## config.mk

```make
export PLATFORM = sky130hd
export DESIGN_NAME = lbfv_dly
export DESIGN_NICKNAME = d
export VERILOG_FILES = /design/src/rtl/core/lbfv_dly.sv
export SDC_FILE = /design/constraint.sdc
export NUM_CORES = 1
export LEC_CHECK = 0
export ABC_AREA = 0
export CAP_MARGIN = 5
export CORE_MARGIN = 5
export CORE_UTILIZATION = 61
export DETAILED_ROUTE_END_ITERATION = 12
export DONT_BUFFER_PORTS = 1
export PLACE_DENSITY = 0.86
export RECOVER_POWER = 25
export SLEW_MARGIN = 40
export SYNTH_ARGS = -nofsm -noshare
export SYNTH_HDL_FRONTEND = slang
export SYNTH_SLANG_ARGS = --single-unit
```

## constraint.sdc

```tcl
create_clock -name clk -period 0.8 [get_ports clk]
set_input_delay 0.16 -clock clk [delete_from_list [all_inputs] [get_ports clk]]
set_output_delay 0.16 -clock clk [all_outputs]
set_load 0.05 [all_outputs]
```

## src/rtl/core/lbfv_dly.sv

```systemverilog
// Enable-gated delay line for payload that rides alongside the arithmetic.
// Depends on nothing; control valid bits live in the top level.
module lbfv_dly #(
  parameter int WIDTH = 64,
  parameter int DEPTH = 4
) (
  input  logic             clk,
  input  logic             en,
  input  logic [WIDTH-1:0] d,
  output logic [WIDTH-1:0] q
);

  logic [WIDTH-1:0] tap_r [DEPTH];

  always_ff @(posedge clk) begin
    if (en) begin
      tap_r[0] <= d;
      for (int i = 1; i < DEPTH; i++) begin
        tap_r[i] <= tap_r[i-1];
      end
    end
  end

  assign q = tap_r[DEPTH-1];

endmodule

```

# Yosys cells after proc, flatten, opt, wreduce, memory -nomap -nowiden
# Memory sizes are Yosys's and may differ from the RTL's.
# Index checks and enable logic that the tools add are counted.
[op_classes]
muxes = 2
[ops]
columns = ["operator", "count"]
rows = [
  ["$mux 1", 2],
]
[word_totals]
ramBits = 256
ff_bits = 0
n_memories = 1
[memory_table]
columns = ["memory", "words", "word_bits", "read_ports", "rd_clocked_by_memory_dff", "write_ports", "line", "text"]
rows = [
  ["tap_r", 4, 64, 4, 0, 4, "13", "logic [WIDTH-1:0] tap_r [DEPTH];"],
]

# Longest topological paths before layout
[depth]
word_depth = 2
ltp_mapped = 0

# Least setup slack after synthesis
# Ideal clock, no wire load.
[synth_path]
path_kind = "register to output"
from = "memory tap_r[3][0]"
to = "output q[0]"
arrival_ns = 0.601
stages_incl_launch_ff = 1
slack_ns = 0.039
path_cell_list = "edfxtp_1"
[synth_lines]
columns = ["element", "line", "text"]
rows = [
  ["start: declaration", "13", ""],
  ["end: declaration", "10", "output logic [WIDTH-1:0] q"],
]

==> results.yml <==
setup_path:
  worstPathCellList: "buf_12"
  cp_max_fo: 1
  startpoint: "tap_r[3][59]"
  slowest_delay_ps: 460
  end_kind: "output port"
  critPathRequiredTime_ps: 640
  worst-path-buf-inv: 1
  cp.arrival_ps: 1150
  reg2reg_from: "tap_r[0][10]"
  crit_family: "flip-flops"
  cp_slowest_cell: "edfxtp_1"
  critPathLaunchType: "register"
  setup.worst_path.class: "register to output port"
finish:
  final_nets: 477
  multi_input_gates: 0
  regMostFlops: "tap_r"
  antennaDiodeCount: 0
  num-fill-cells: 492
  final_cells: 598
  drive_above_1_share_pct: 22.1
  reg.largest.list: "tap_r: 256 flops"
  area_delta_synth_final_pct: 37.9
  largest_reg_flops: 256
  multi_input_comb_area_um2: 0
  fin_util_pct: 85.0
job:
  maxCapViolations: 0
logic_synthesis:
  syn-instance-count: 256
  syn_avg_cell_area_um2: 30.0
  yosys_register_bits: 256
  ys_types: 1
  synth_area_um2: 7690
  seq_area_frac_synth_pct: 100
  yosysWarnings: 0
  synth_top_cells_by_area: "edfxtp_1 (100%)"
  synth_top_area_cell: "edfxtp_1"
  synth_top_cell_area_share_pct: 100
  syn-num-nets: 322
floorplanning:
  rows: 41
  ioPinCount: 130
  fp.coreArea_um2: 12500
  die_area_um2: 14900
  die_h_um: 122
  start_util_pct: 61.7
  die_x_um: 122
global_routing:
  grtUsageTotal_pct: 17.9
  grt_overflow: 0
  grt_pass1_wl_mm: 19.3
  antenna_found_initial: 0
  grt_max_degree: 257
  first_global_vias: 3262
drt:
  drt_iter0_drc: 208
  vias_per_cell: 4.95
  wl_met1_mm: 4.53
  vias: 2963
  dr.max_layer_used: "met4"
  postRouteAntennaNets: 0
  routedWlPerCell_um: 21.7
  drc: 0
  firstDrtPassIters: 4
  route.met2.wl_mm: 7.25
  wl_mm: 13.0
  wl_met3_mm: 1.07
pwr:
  powerDensity_nw_per_um2: 2750
  vdd_drop_max_v: 0.00247
  power_mw: 29.1
  p_leak_nw: 3.75
clock_network:
  hold_buffers: 64
  cts_max_level: 1
  clk_pin_slew_ps: 60
  numCtsBuffers: 25
  cts_resized: 0
  clock_sinks: 256
  post_cts_buffers: 0
  cts_tree: "yes"
  clockRootBuffer: "clkbuf_16"
  clock_latency_ps: 500
  clockBufferDepth: 3
worst_hold_path:
  worstHoldStart: "en"
  hold_path_class: "input port to register"
timing:
  hold_slack_ps: -225
  skew_ps: 15.7
  fin_ws_ps: -505
  period_share_pct: 163
  layout_min_cycle_time_ps: 1310
  finalSetupViolCount: 64
  rsz0062_at_grt: "yes"
  fmax_mhz: 766
  slew_violations: 0
  hold_viol: 174
  slew_headroom_pct: 77.7
  worst_pin_slew_ps: 335
placed_design:
  place.gp.congestion: 0.651
  io_buffers: 0
  dpl.cell_count: 492
  place_ws_ps: 52.0
  hpwlAfterDp_mm: 5.99
outcome:
  violations: "negative hold slack, negative setup slack"
  outcome: "finished with violations"
-- cell usage in the layout (no fill, tap or decap) --
cell,instances
dlygate4sd3_1,64
clkbuf_16,25
buf_12,64
clkbuf_1,7
bufinv_16,3
clkinv_1,5
inv_8,1
clkinv_2,1
edfxtp_1,256
-- cell type report --
| cell class | instances | area, um^2 | share of cell area, % |
|---|---|---|---|
| clock inverter | 10 | 125 | 1.18 |
| tap | 172 | 215 | 2.03 |
| sequential | 256 | 7690 | 72.5 |
| clock buffer | 32 | 652 | 6.15 |
| timing repair buffer | 128 | 1920 | 18.1 |
-- Yosys cell counts, drive strengths merged --
cell	count
edfxtp	256
-- stage by stage --
step / instance area (um^2) / TNS, ps
after detailed placement: 9180 / 0
after floorplan: 7690 / 0
final: 10600 / -28430
after global routing: 10600 / -30920
after CTS: 10600 / -29770
after global placement: 9180 / 0
-- path summary, 6_finish.rpt --
| path | endpoint | slack [ps] | cells after the start |
|---|---|---|---|
| max | q[59] | -510 | 1 |
| min reg2reg | tap_r[1][35] | 410 | 0 |
| min | tap_r[1][23] | -220 | 0 |
| max reg2reg | tap_r[1][10] | 80 | 0 |
-- where the power goes --
part | internal [mW] | leakage [nW] | total (mW) | switching [mW]
sequential | 15.8 | 2.51 | 16.2 | 0.385
combinational | 0.869 | 0.869 | 1.67 | 0.804
clock | 6.69 | 0.377 | 11.2 | 4.53
-- cell families (layout without fill, tap and decap cells) --
group	Yosys count	in the layout	share of synthesized area, %
flops	256	256	100
buf+inv	0	170	0
-- per-layer routing --
layer  vias up  track usage [%]
met5         -                0
met4         0             3.99
met3        12             5.90
met2       119             33.6
met1      1474             19.6
li1       1358                -
No activity file was read; power rests on OpenSTA's default activity.
